`config.mk`:
```
export PLATFORM = sky130hd
export DESIGN_NAME = http_request_header_parser
export DESIGN_NICKNAME = d
export VERILOG_FILES = /design/src/hrp_pkg.sv /design/src/hrp_parser.sv /design/src/hrp_out_fifo.sv /design/src/http_request_header_parser.sv
export SDC_FILE = /design/constraint.sdc
export NUM_CORES = 1
export LEC_CHECK = 0
export BUFFER_PORTS_ARGS = -buffer_cell sky130_fd_sc_hd__buf_2
export CORE_MARGIN = 8
export CORE_UTILIZATION = 38
export CTS_BUF_LIST = sky130_fd_sc_hd__clkbuf_16
export DETAILED_ROUTE_END_ITERATION = 10
export PLACE_DENSITY_LB_ADDON = 0.15
export SETUP_SLACK_MARGIN = 0.5
export SLEW_MARGIN = 20
export SYNTH_ARGS = -nofsm -noshare
export SYNTH_HDL_FRONTEND = slang
export SYNTH_SLANG_ARGS = --single-unit
```
`constraint.sdc`:
```
create_clock -name clk -period 5.4 [get_ports clk]
set_input_delay 0.27 -clock clk [delete_from_list [all_inputs] [get_ports clk]]
set_output_delay 0.27 -clock clk [all_outputs]
set_load 0.01 [all_outputs]
```
`src/hrp_pkg.sv`:
```
// hrp_pkg: types, codes, match tables and byte-step helper functions
// for the HTTP request header parser. No dependencies.
package hrp_pkg;

	localparam int MAX_BUFFER_BYTES = 4096;
	localparam int MAX_HEADER_SLOTS = 64;
	localparam int HDR_LIMIT        = MAX_HEADER_SLOTS / 2;

	localparam logic [7:0] CH_CR    = 8'h0D;
	localparam logic [7:0] CH_LF    = 8'h0A;
	localparam logic [7:0] CH_SP    = 8'h20;
	localparam logic [7:0] CH_COLON = 8'h3A;
	localparam logic [7:0] CH_NUL   = 8'h00;

	localparam logic [1:0] PH_LINE = 2'd0;
	localparam logic [1:0] PH_HEAD = 2'd1;
	localparam logic [1:0] PH_DONE = 2'd2;

	localparam logic [1:0] FLD_METHOD  = 2'd0;
	localparam logic [1:0] FLD_PATH    = 2'd1;
	localparam logic [1:0] FLD_VERSION = 2'd2;

	localparam logic [1:0] HM_NONE  = 2'd0;
	localparam logic [1:0] HM_NAME  = 2'd1;
	localparam logic [1:0] HM_VALUE = 2'd2;

	localparam logic [1:0] KIND_LINE   = 2'd0;
	localparam logic [1:0] KIND_HEADER = 2'd1;
	localparam logic [1:0] KIND_FINAL  = 2'd2;

	localparam logic [2:0] ST_OK          = 3'd0;
	localparam logic [2:0] ST_NO_CRLF     = 3'd1;
	localparam logic [2:0] ST_BAD_METHOD  = 3'd2;
	localparam logic [2:0] ST_EMPTY_PATH  = 3'd3;
	localparam logic [2:0] ST_BAD_VERSION = 3'd4;
	localparam logic [2:0] ST_TOO_MANY    = 3'd5;

	localparam logic [2:0] METH_DELETE = 3'd4;
	localparam logic [1:0] VER_11      = 2'd2;

	localparam logic [3:0] METH_LEN [5] = '{4'd3, 4'd4, 4'd4, 4'd3, 4'd6};
	localparam logic [7:0] METH_CHARS [5][8] = '{
		'{"G", "E", "T", 8'h0, 8'h0, 8'h0, 8'h0, 8'h0},
		'{"H", "E", "A", "D", 8'h0, 8'h0, 8'h0, 8'h0},
		'{"P", "O", "S", "T", 8'h0, 8'h0, 8'h0, 8'h0},
		'{"P", "U", "T", 8'h0, 8'h0, 8'h0, 8'h0, 8'h0},
		'{"D", "E", "L", "E", "T", "E", 8'h0, 8'h0}
	};
	localparam logic [7:0] VER_CHARS [3][8] = '{
		'{"H", "T", "T", "P", "/", "0", ".", "9"},
		'{"H", "T", "T", "P", "/", "1", ".", "0"},
		'{"H", "T", "T", "P", "/", "1", ".", "1"}
	};

	typedef struct packed {
		logic [1:0]  field;
		logic [4:0]  mcand;
		logic [3:0]  fci;
		logic [2:0]  vcand;
		logic [11:0] path_begin;
		logic [12:0] path_size;
		logic        cut;
	} line_t;

	typedef struct packed {
		logic [1:0]  phase;
		logic [11:0] pos;
		line_t       line;
		logic        prev_cr;
		logic [1:0]  hmode;
		logic        skip;
		logic [11:0] name_begin;
		logic [12:0] name_size;
		logic [11:0] value_begin;
		logic [5:0]  hseen;
		logic [2:0]  err;
	} state_t;

	typedef struct packed {
		logic [1:0]  kind;
		logic [2:0]  method;
		logic [1:0]  version;
		logic [11:0] first_start;
		logic [12:0] first_length;
		logic [11:0] second_start;
		logic [12:0] second_length;
		logic [2:0]  status;
		logic        last;
	} word_t;

	// up to two words per byte, compacted so that word 0 is filled first
	typedef struct packed {
		logic [1:0] count;
		word_t      w0;
		word_t      w1;
	} push_t;

	function automatic state_t init_state();
		state_t s;
		s = '0;
		s.phase      = PH_LINE;
		s.line.field = FLD_METHOD;
		s.line.mcand = 5'b11111;
		s.line.vcand = 3'b111;
		s.hmode      = HM_NONE;
		s.err        = ST_OK;
		return s;
	endfunction

	function automatic logic [4:0] close_method(logic [4:0] mc, logic [3:0] k);
		logic [4:0] r;
		r = mc;
		for (int m = 0; m < 5; m++)
			if (METH_LEN[m] != k) r[m] = 1'b0;
		return r;
	endfunction

	function automatic line_t feed_line(line_t s, logic [7:0] c, logic [11:0] p);
		line_t      r;
		logic [3:0] k;
		r = s;
		k = s.fci;
		if (!s.cut) begin
			if (c == CH_NUL) begin
				r.cut = 1'b1;
			end else if (s.field == FLD_METHOD) begin
				if (c == CH_SP) begin
					r.mcand      = close_method(s.mcand, k);
					r.field      = FLD_PATH;
					r.path_begin = p + 12'd1;
					r.path_size  = '0;
				end else begin
					for (int m = 0; m < 5; m++)
						if (!(k < METH_LEN[m] && METH_CHARS[m][k[2:0]] == c))
							r.mcand[m] = 1'b0;
					if (k != 4'd15) r.fci = k + 4'd1;
				end
			end else if (s.field == FLD_PATH) begin
				if (c == CH_SP) begin
					r.field = FLD_VERSION;
					r.fci   = '0;
					r.vcand = 3'b111;
				end else begin
					r.path_size = s.path_size + 13'd1;
				end
			end else begin
				for (int m = 0; m < 3; m++)
					if (!(!k[3] && VER_CHARS[m][k[2:0]] == c))
						r.vcand[m] = 1'b0;
				if (k != 4'd15) r.fci = k + 4'd1;
			end
		end
		return r;
	endfunction

endpackage

```
`src/hrp_parser.sv`:
```
// hrp_parser: parser state register and the one-byte step logic.
// Depends on hrp_pkg.
module hrp_parser (
	input  logic             clk,
	input  logic             arst_n,
	input  logic             accept,
	input  logic [7:0]       data_byte,
	input  logic             end_of_buffer,
	output hrp_pkg::push_t   push
);

	hrp_pkg::state_t st_q;
	hrp_pkg::state_t nx;
	hrp_pkg::line_t  ln;
	hrp_pkg::word_t  res;
	hrp_pkg::word_t  fw;
	logic            res_v;
	logic            fin;
	logic [7:0]      hc;
	logic [11:0]     vb;
	logic [4:0]      mc;
	logic [2:0]      vc;
	logic [2:0]      lst;
	logic [2:0]      meth;
	logic [1:0]      ver;

	always_comb begin
		nx    = st_q;
		ln    = st_q.line;
		res   = '0;
		res_v = 1'b0;
		fw    = '0;
		hc    = '0;
		vb    = st_q.value_begin;
		mc    = '0;
		vc    = '0;
		lst   = hrp_pkg::ST_OK;
		meth  = '0;
		ver   = '0;
		fin   = end_of_buffer || (st_q.pos == 12'(hrp_pkg::MAX_BUFFER_BYTES - 1));

		case (st_q.phase)
			hrp_pkg::PH_LINE: begin
				if (st_q.prev_cr && data_byte == hrp_pkg::CH_LF) begin
					nx.prev_cr = 1'b0;
					mc = ln.mcand;
					vc = ln.vcand;
					if (ln.field == hrp_pkg::FLD_METHOD)
						mc = hrp_pkg::close_method(mc, ln.fci);
					if (ln.field == hrp_pkg::FLD_VERSION && ln.fci != 4'd8)
						vc = '0;
					if (mc[0]) meth = 3'd0;
					else if (mc[1]) meth = 3'd1;
					else if (mc[2]) meth = 3'd2;
					else if (mc[3]) meth = 3'd3;
					else meth = hrp_pkg::METH_DELETE;
					if (vc[0]) ver = 2'd0;
					else if (vc[1]) ver = 2'd1;
					else ver = hrp_pkg::VER_11;
					if (mc == '0)
						lst = hrp_pkg::ST_BAD_METHOD;
					else if (ln.field == hrp_pkg::FLD_METHOD || ln.path_size == '0)
						lst = hrp_pkg::ST_EMPTY_PATH;
					else if (ln.field == hrp_pkg::FLD_PATH || vc == '0)
						lst = hrp_pkg::ST_BAD_VERSION;
					else
						lst = hrp_pkg::ST_OK;
					res_v    = 1'b1;
					res.kind = hrp_pkg::KIND_LINE;
					if (lst == hrp_pkg::ST_OK) begin
						res.method       = meth;
						res.version      = ver;
						res.first_start  = ln.path_begin;
						res.first_length = ln.path_size;
						nx.phase         = hrp_pkg::PH_HEAD;
					end else begin
						res.status = lst;
						nx.err     = lst;
						nx.phase   = hrp_pkg::PH_DONE;
					end
				end else begin
					// a CR not followed by LF counts as line text
					if (st_q.prev_cr)
						ln = hrp_pkg::feed_line(ln, hrp_pkg::CH_CR, st_q.pos - 12'd1);
					nx.prev_cr = (data_byte == hrp_pkg::CH_CR);
					if (data_byte != hrp_pkg::CH_CR)
						ln = hrp_pkg::feed_line(ln, data_byte, st_q.pos);
					nx.line = ln;
					if (fin) nx.err = hrp_pkg::ST_NO_CRLF;
				end
			end
			hrp_pkg::PH_HEAD: begin
				hc = fin ? hrp_pkg::CH_NUL : data_byte;
				if (st_q.skip) begin
					if (hc == hrp_pkg::CH_SP) vb = st_q.pos + 12'd1;
					else nx.skip = 1'b0;
				end
				nx.value_begin = vb;
				if (st_q.hmode == hrp_pkg::HM_VALUE &&
				    (hc == hrp_pkg::CH_CR || hc == hrp_pkg::CH_LF)) begin
					if (st_q.hseen < 6'(hrp_pkg::HDR_LIMIT)) begin
						res_v             = 1'b1;
						res.kind          = hrp_pkg::KIND_HEADER;
						res.first_start   = st_q.name_begin;
						res.first_length  = st_q.name_size;
						res.second_start  = vb;
						res.second_length = {1'b0, st_q.pos} - {1'b0, vb};
						nx.hseen          = st_q.hseen + 6'd1;
						nx.hmode          = hrp_pkg::HM_NONE;
					end else begin
						nx.err   = hrp_pkg::ST_TOO_MANY;
						nx.phase = hrp_pkg::PH_DONE;
					end
				end else if (st_q.hmode == hrp_pkg::HM_NAME && hc == hrp_pkg::CH_COLON) begin
					nx.hmode       = hrp_pkg::HM_VALUE;
					nx.name_size   = {1'b0, st_q.pos} - {1'b0, st_q.name_begin};
					nx.value_begin = st_q.pos + 12'd1;
					nx.skip        = 1'b1;
				end else if (st_q.hmode == hrp_pkg::HM_NONE &&
				             ((hc >= "A" && hc <= "Z") || (hc >= "a" && hc <= "z"))) begin
					nx.hmode      = hrp_pkg::HM_NAME;
					nx.name_begin = st_q.pos;
				end
			end
			default: begin
			end
		endcase

		fw.kind   = hrp_pkg::KIND_FINAL;
		fw.status = nx.err;
		fw.last   = 1'b1;
		res.last  = !fin;

		if (fin) nx = hrp_pkg::init_state();
		else nx.pos = st_q.pos + 12'd1;

		push.count = {res_v & fin, res_v ^ fin};
		push.w0    = res_v ? res : fw;
		push.w1    = fw;
	end

	always_ff @(posedge clk or negedge arst_n) begin
		if (!arst_n) st_q <= hrp_pkg::init_state();
		else if (accept) st_q <= nx;
	end

endmodule

```
`src/hrp_out_fifo.sv`:
```
// hrp_out_fifo: four-entry result queue, takes up to two words a cycle
// and hands out one. Depends on hrp_pkg.
module hrp_out_fifo (
	input  logic           clk,
	input  logic           arst_n,
	input  logic           wr_en,
	input  hrp_pkg::push_t push,
	output logic           room2,
	output logic           rd_valid,
	input  logic           rd_take,
	output hrp_pkg::word_t rd_word
);

	hrp_pkg::word_t mem_q [4];
	logic [1:0]     wp_q;
	logic [1:0]     rp_q;
	logic [2:0]     cnt_q;
	logic [1:0]     n_in;
	logic           pop;

	assign n_in     = wr_en ? push.count : 2'd0;
	assign pop      = rd_valid && rd_take;
	assign rd_valid = (cnt_q != 3'd0);
	assign room2    = (cnt_q <= 3'd2);
	assign rd_word  = mem_q[rp_q];

	always_ff @(posedge clk) begin
		if (n_in != 2'd0) mem_q[wp_q] <= push.w0;
		if (n_in == 2'd2) mem_q[wp_q + 2'd1] <= push.w1;
	end

	always_ff @(posedge clk or negedge arst_n) begin
		if (!arst_n) begin
			wp_q  <= '0;
			rp_q  <= '0;
			cnt_q <= '0;
		end else begin
			wp_q  <= wp_q + n_in;
			rp_q  <= rp_q + {1'b0, pop};
			cnt_q <= cnt_q + {1'b0, n_in} - {2'b0, pop};
		end
	end

endmodule

```
`src/http_request_header_parser.sv`:
```
// http_request_header_parser: top level, parser step plus result queue.
// Depends on hrp_pkg, hrp_parser, hrp_out_fifo.
//
// Input channel: one request byte per word (data_byte, end_of_buffer on the
// final byte). Output channel: one result word per handshake; kind says
// request line, header or final status, last marks the last word of a byte.
// Both channels: a word moves when valid is high and stall is low.
// A byte's results come from the parser state and land in a four-entry
// queue, so the first result is visible in the cycle after the byte is
// taken. One byte is taken per cycle while in_stall is low; the final byte
// of a buffer may yield two words, drained at one per cycle while out_stall
// is low. in_stall rises when the queue has fewer than two free entries, so
// while the receiver holds out_stall the queue fills to three or four words
// and then the input stalls. Reset empties the queue and puts the parser at
// the start of a buffer; after each final status it starts over.
module http_request_header_parser (
	input  logic        clk,
	input  logic        arst_n,
	input  logic        in_valid,
	output logic        in_stall,
	input  logic [7:0]  data_byte,
	input  logic        end_of_buffer,
	output logic        out_valid,
	input  logic        out_stall,
	output logic [1:0]  kind,
	output logic [2:0]  method,
	output logic [1:0]  version,
	output logic [11:0] first_start,
	output logic [12:0] first_length,
	output logic [11:0] second_start,
	output logic [12:0] second_length,
	output logic [2:0]  status,
	output logic        last
);

	hrp_pkg::push_t push;
	hrp_pkg::word_t word;
	logic           room2;
	logic           accept;

	assign in_stall = !room2;
	assign accept   = in_valid && room2;

	hrp_parser u_parser (
		.clk           (clk),
		.arst_n        (arst_n),
		.accept        (accept),
		.data_byte     (data_byte),
		.end_of_buffer (end_of_buffer),
		.push          (push)
	);

	hrp_out_fifo u_fifo (
		.clk      (clk),
		.arst_n   (arst_n),
		.wr_en    (accept),
		.push     (push),
		.room2    (room2),
		.rd_valid (out_valid),
		.rd_take  (!out_stall),
		.rd_word  (word)
	);

	assign kind          = word.kind;
	assign method        = word.method;
	assign version       = word.version;
	assign first_start   = word.first_start;
	assign first_length  = word.first_length;
	assign second_start  = word.second_start;
	assign second_length = word.second_length;
	assign status        = word.status;
	assign last          = word.last;

endmodule

```
Yosys cells after proc, flatten, opt, wreduce, memory -nomap -nowiden
Memory sizes are Yosys's and may differ from the RTL's.
Index checks and enable logic that the tools add are counted.
Cells by class
  multiplexer cells: 165
  equal/unequal tests: 48
  $add $sub $neg: 13
  reduce and logical (&&, ||, !) cells: 62
  div/mod/pow operators: 0
  bitwise operators: 4
  multipliers: 0
  magnitude comparators: 14
  shifts and indexed selects: 0
Operator list (number)
  8-bit 2-to-1 mux: 33
  40-bit 2-to-1 mux: 5
  50-bit 2-to-1 mux: 2
  8-bit by 4-bit equality test with 1-bit output (second input constant): 12
  12-bit 2-to-1 mux: 8
  90-bit 2-to-1 mux: 1
  13-bit 2-to-1 mux: 6
  38-bit 2-to-1 mux: 2
  25-bit 2-to-1 mux: 3
  8-bit equality test: 8
  3-bit 2-to-1 mux: 21
  61-bit 2-to-1 mux: 1
  30-bit 2-to-1 mux: 2
  25-bit case mux with 2 select lines: 1
  46-bit 2-to-1 mux: 1
  41-bit 2-to-1 mux: 1
  1-bit 2-to-1 mux: 39
  39-bit 2-to-1 mux: 1
  5-bit 2-to-1 mux: 7
  2-bit 2-to-1 mux: 17
  13-bit by 1-bit adder with 13-bit output (second input constant): 2
  12-bit by 12-bit subtractor with 13-bit output: 2
  1-bit logical AND: 25
  8-bit by 6-bit equality test with 1-bit output (second input constant): 3
  49 further kinds: 103
Storage, ports and cells
  output and inout port bits: 63
  memory bits (read-only): 1024
  logic and storage cells: 343
  latch bits: 0
  bits of input ports: 13
  flip-flop bits (word level): 111
  memories: 17
  RAM bits: 244
Memories
  u_fifo.mem_q: depth 4, width 61, rd ports 1, clocked after Yosys merged registers in 0, write ports 2, RTL line hrp_out_fifo.sv:14  | hrp_pkg::word_t mem_q [4];
  (name not given): depth 8, width 8, rd ports 1, clocked after Yosys merged registers in 0, write ports 0, RTL line hrp_pkg.sv:148  | if (!(!k[3] && VER_CHARS[m][k[2:0]] == c))
  (name not given): depth 8, width 8, rd ports 1, clocked after Yosys merged registers in 0, write ports 0, RTL line hrp_pkg.sv:134  | if (!(k < METH_LEN[m] && METH_CHARS[m][k[2:0]] == c))
  (name not given): depth 8, width 8, rd ports 1, clocked after Yosys merged registers in 0, write ports 0, RTL line hrp_pkg.sv:148
  (name not given): depth 8, width 8, rd ports 1, clocked after Yosys merged registers in 0, write ports 0, RTL line hrp_pkg.sv:134
  (name not given): depth 8, width 8, rd ports 1, clocked after Yosys merged registers in 0, write ports 0, RTL line hrp_pkg.sv:148
  +11 memories

Longest topological paths before layout
  depth after elaboration: 28
  gate-level depth with buffers: 18

Modules after synthesis
From an unflattened synthesis, not the netlist that was laid out.
Unflattened totals
  cell total of the unflattened synthesis: 1815
  area total of the unflattened synthesis: 21789.6 um^2
Modules (own cells, without submodules)
  hrp_out_fifo: sequential area each 7502.2 um^2, cells an instance 634, area each 12375.6 um^2, times used 1
  hrp_parser: sequential area each 2612.5 um^2, cells an instance 1178, area each 9400.3 um^2, times used 1
  http_request_header_parser: sequential area each 0.0 um^2, cells an instance 3, area each 13.8 um^2, times used 1

Least setup slack after synthesis
OpenSTA, ideal clock, no wires.
  path kind: register to register
  start: register u_parser.st_q[91] in the netlist's numbering
  end: memory u_fifo.mem_q[2][14] in the netlist's numbering
  library setup time: 0.117 ns
  stages on the path, launching flop included: 17
  slack: 1.449 ns
  clock period less this slack: 3.951 ns
  required time: 5.283 ns
  arrival: 3.834 ns
  cell sequence: dfrtp_1 -> ha_1 -> and2_1 -> a41oi_1 -> nand3_1 -> clkbuf_1 -> o21ai_0 -> ha_1 -> inv_1 -> fa_1 -> a21o_1 -> a211oi_1 -> o21ai_0 -> a31o_2 -> a21oi_1 -> xnor2_1 -> a22o_1
RTL lines
  start: declaration: RTL line hrp_parser.sv:12  | hrp_pkg::state_t st_q;
  start signal: assignment: RTL line hrp_parser.sv:143  | if (!arst_n) st_q <= hrp_pkg::init_state();
  start signal: assignment: RTL line hrp_parser.sv:144  | else if (accept) st_q <= nx;
  end: declaration: RTL line hrp_out_fifo.sv:14

==> results.md <==
* Distinct cells, synth at 96
* GPL Wtd Cong at 0.8587
* CP required at 5660 ps
* Count of input and output buffers at 75
* Die area at 56,420 um2
* Area of the multi-input gates at 10,040 um2
* Critical R2R Launch: u_parser.st_q[90]$_DFFE_PN0P_
* Synthesized area at 18,650 um2
* Synth top area share at 0.2490
* Layout cell share with drive strength beyond 1 at 0.1400
* Lkg Pwr at 8.119 nW
* Synth area leader: dfxtp_1
* Maximum clock rate at 215.1 MHz
* Layout fillers at 4,827
* Layout Area Growth over Synthesis at 11.15%
* Start point of the critical path: u_parser.st_q[90]$_DFFE_PN0P_
* Vias/cell at 6.007
* Most common cell after layout, fill and taps aside: o21ai_0
* Area contributors post-synth: dfxtp_1 25%, dfrtp_1 14%, mux4_2 7.4%, o21ai_0 6.5%, nand2_1 4.5%
* Crit Path Class: reg -> reg
* Mapped Nets at 2,081
* CP Buf/Inv Count at 3
* Vias in the first global route at 15,689
* Critical Path Start Type: flop
* TritonRoute pass-1 iters at 5
* Setup Slack @ Placement at 443.3 ps
* CP Data Arrival Time at 4910 ps
* FP Rows at 81
* CTS tree: done
* Status: finished clean
* Worst IR drop on VDD at 0.2045 mV
* Routed wire length at 62,010 um
* Final setup fails at 0
* N_diodes at 0
* Unrepaired setup endpoints after global routing: false
* Setup TNS at 0 ps
* Worst skew pair latency at 580 ps
* CTS Buf Count at 41
* Layout Nets at 2,074
* Starting Density at 0.3834
* Ys async rst share at 0.3127
* Tmin final at 4649 ps
* CP peak stage delay at 730 ps
* HPWL Detailed at 41,370 um
* Total Routing Usage GR at 0.2144
* Io pins at 76
* Flops & latches, synth at 355
* Initial antenna violation count at 1
* Ys Warns at 0
* Relative slew slack at 0.2560
* Most frequent cells in the layout: 238 x o21ai_0, 232 x dfxtp_1, 223 x nand2_1
* Global route overflow at 0
* Die width at 237.5 um
* Via count at 16,009
* H-tree Lvls at 2
* Die height at 237.5 um
* First-pass GRT wire length at 96,080 um
* Max Root-Sink Buffers at 3
* Final Hold Fails at 0
* Residual DRC count at 0
* Crit path capture type: flop
* CTS clk-pin slew, worst paths at 60 ps
* CP delay by family, top: simple AND/OR/NAND/NOR gates
* Post-Syn Area per Cell at 9.241 um2
* CP max stage cell: or3_1
* CORE AREA at 48,650 um2
* Crit path max fanout at 43
* Initial drt markers at 1,412
* Final Skew at 26.65 ps
* Sink Count at 355
* Final Cycle Share at 0.8609
* Main synth FF type: dfxtp_1
* Cell Pwr Density at 370.5 nW/um2
* Largest net degree at the start of global routing at 70
* Hold WC Path Type: in -> reg
* Hold path start: end_of_buffer
* Total Power at 7.679 mW
* Number of flops mapped to enable cells by yosys at 12
* Seq/Total Area, Yosys at 0.4178
* Max Transition Viols Final at 0
* Wire per inst at 23.27 um
* Worst path cell trace: ha_1 -> and2_1 -> a41oi_1 -> buf_4 -> nand3_1 -> nand2_1 -> ha_1 -> nand3_1 -> or3_1 -> and2_2 -> buf_4 -> inv_1
* Mapped Cells at 2,018
* Register Area at 7797 um2
* PnR worst setup slack at 751.1 ps
* ANT nets after route at 0
* Max-cap violations at 0
* Slew @ Worst Pin at 1116 ps
* Root Driver: clkbuf_16
-- sequential cells by signal, summed over array words and instances (netlist names) --
| signal | cells |
|---|---|
| u_fifo.cnt_q | 3 |
| u_fifo.mem_q | 244 |
| u_fifo.rp_q | 2 |
| u_fifo.wp_q | 2 |
| u_parser.st_q | 104 |
-- layout make-up --
cell class                 count  area share
clock buffer                  42     0.05070
clock inverter                33    0.009235
inverter                      54    0.009778
multi-input combinational   1446      0.4845
sequential                   355      0.3762
tap                          622     0.03754
timing repair buffer         113     0.03211
-- what timing repair did --
item                                    CTS  global route
endpoints found under the setup margin    3            16
hold buffers                              1             0
setup buffers                             0             2
endpoints found under the hold margin    68             0
pin swaps                                 0             1
gates resized for setup                   1             4
-- worst paths after layout --
kind | depth (start not counted) | endpoint | slack, ps
setup / recovery | 12 | u_fifo.mem_q[0][3]$_DFFE_PP_ | 750
hold / removal | 4 | u_parser.st_q[92]$_DFFE_PN0P_ | 120
setup reg to reg | 12 | u_fifo.mem_q[0][3]$_DFFE_PP_ | 750
hold reg to reg | 2 | u_fifo.mem_q[1][7]$_SDFFE_PP0P_ | 450
max in group asynchronous | 3 | u_fifo.rp_q[1]$_DFF_PN0_ | 3760
min in group asynchronous | 2 | u_parser.st_q[5]$_DFFE_PN0P_ | 410
-- Yosys cell counts (all sizes together), types with 5 or more instances --
master and n:
o21ai 247, dfxtp 232, nand2 223, clkbuf 127, nor2 108, nand3 104, dfrtp 103, and3 64
a21oi 63, mux4 61, inv 53, a221o 48, a22o 47, ha 47, xnor2 38, nor3 37
buf 36, xor2 28, a31oi 20, nand2b 20, nor4 19, nand4 18, o31ai 18, a22oi 16
a21o 15, and2 15, or3 15, o21a 13, a211oi 12, edfxtp 12, nor2b 10, a32o 9
o22ai 9, dfstp 8, nand3b 7, nor4b 7, o211ai 7, or2 7, a31o 5, a41oi 5
mux2 5, o31a 5, or4 5
-- stage by stage --
step,hold WS (ps),std cells,util,area (um2)
2_1_floorplan,-25.59,2018,-,18650
3_3_place_gp,427.8,2587,0.3995,19430
4_1_cts,102.5,2663,0.4255,20700
6_report,124.7,2665,0.4261,20730
3_5_place_dp,438.0,2587,0.3996,19440
5_1_grt,137.2,2665,0.4261,20730
-- logic make-up (layout without fill, tap and decap cells) --
group,count (synthesis),in the layout,share of synthesized area
flops,355,355,0.4178
simple gates,679,679,0.1829
compound gates,581,581,0.2080
fa+ha+maj,50,50,0.03475
mux,70,70,0.07883
xor+xnor,66,66,0.03100
buf+inv,217,242,0.04670
-- report_power, final --
part / switching [mW] / internal, mW
logic: 1.19 / 0.759
clock network: 1.15 / 1.46
registers: 0.337 / 2.78
-- layer usage --
metal	vias to the layer above	wire (um)	track usage
met2	510	29130	0.3492
met5	-	0	0
met1	7954	27790	0.2923
met4	0	1766	0.06703
met3	101	3328	0.03080
li1	7444	-	-
-- tightest hold or removal path, delay by kind of cell --
family	cells	cell delay, ps
AND/OR/NAND/NOR	1	80
buffers and inverters	1	150
AO/OA/AOI/OAI	2	140
Note: power is estimated with default switching activity, not from simulation.
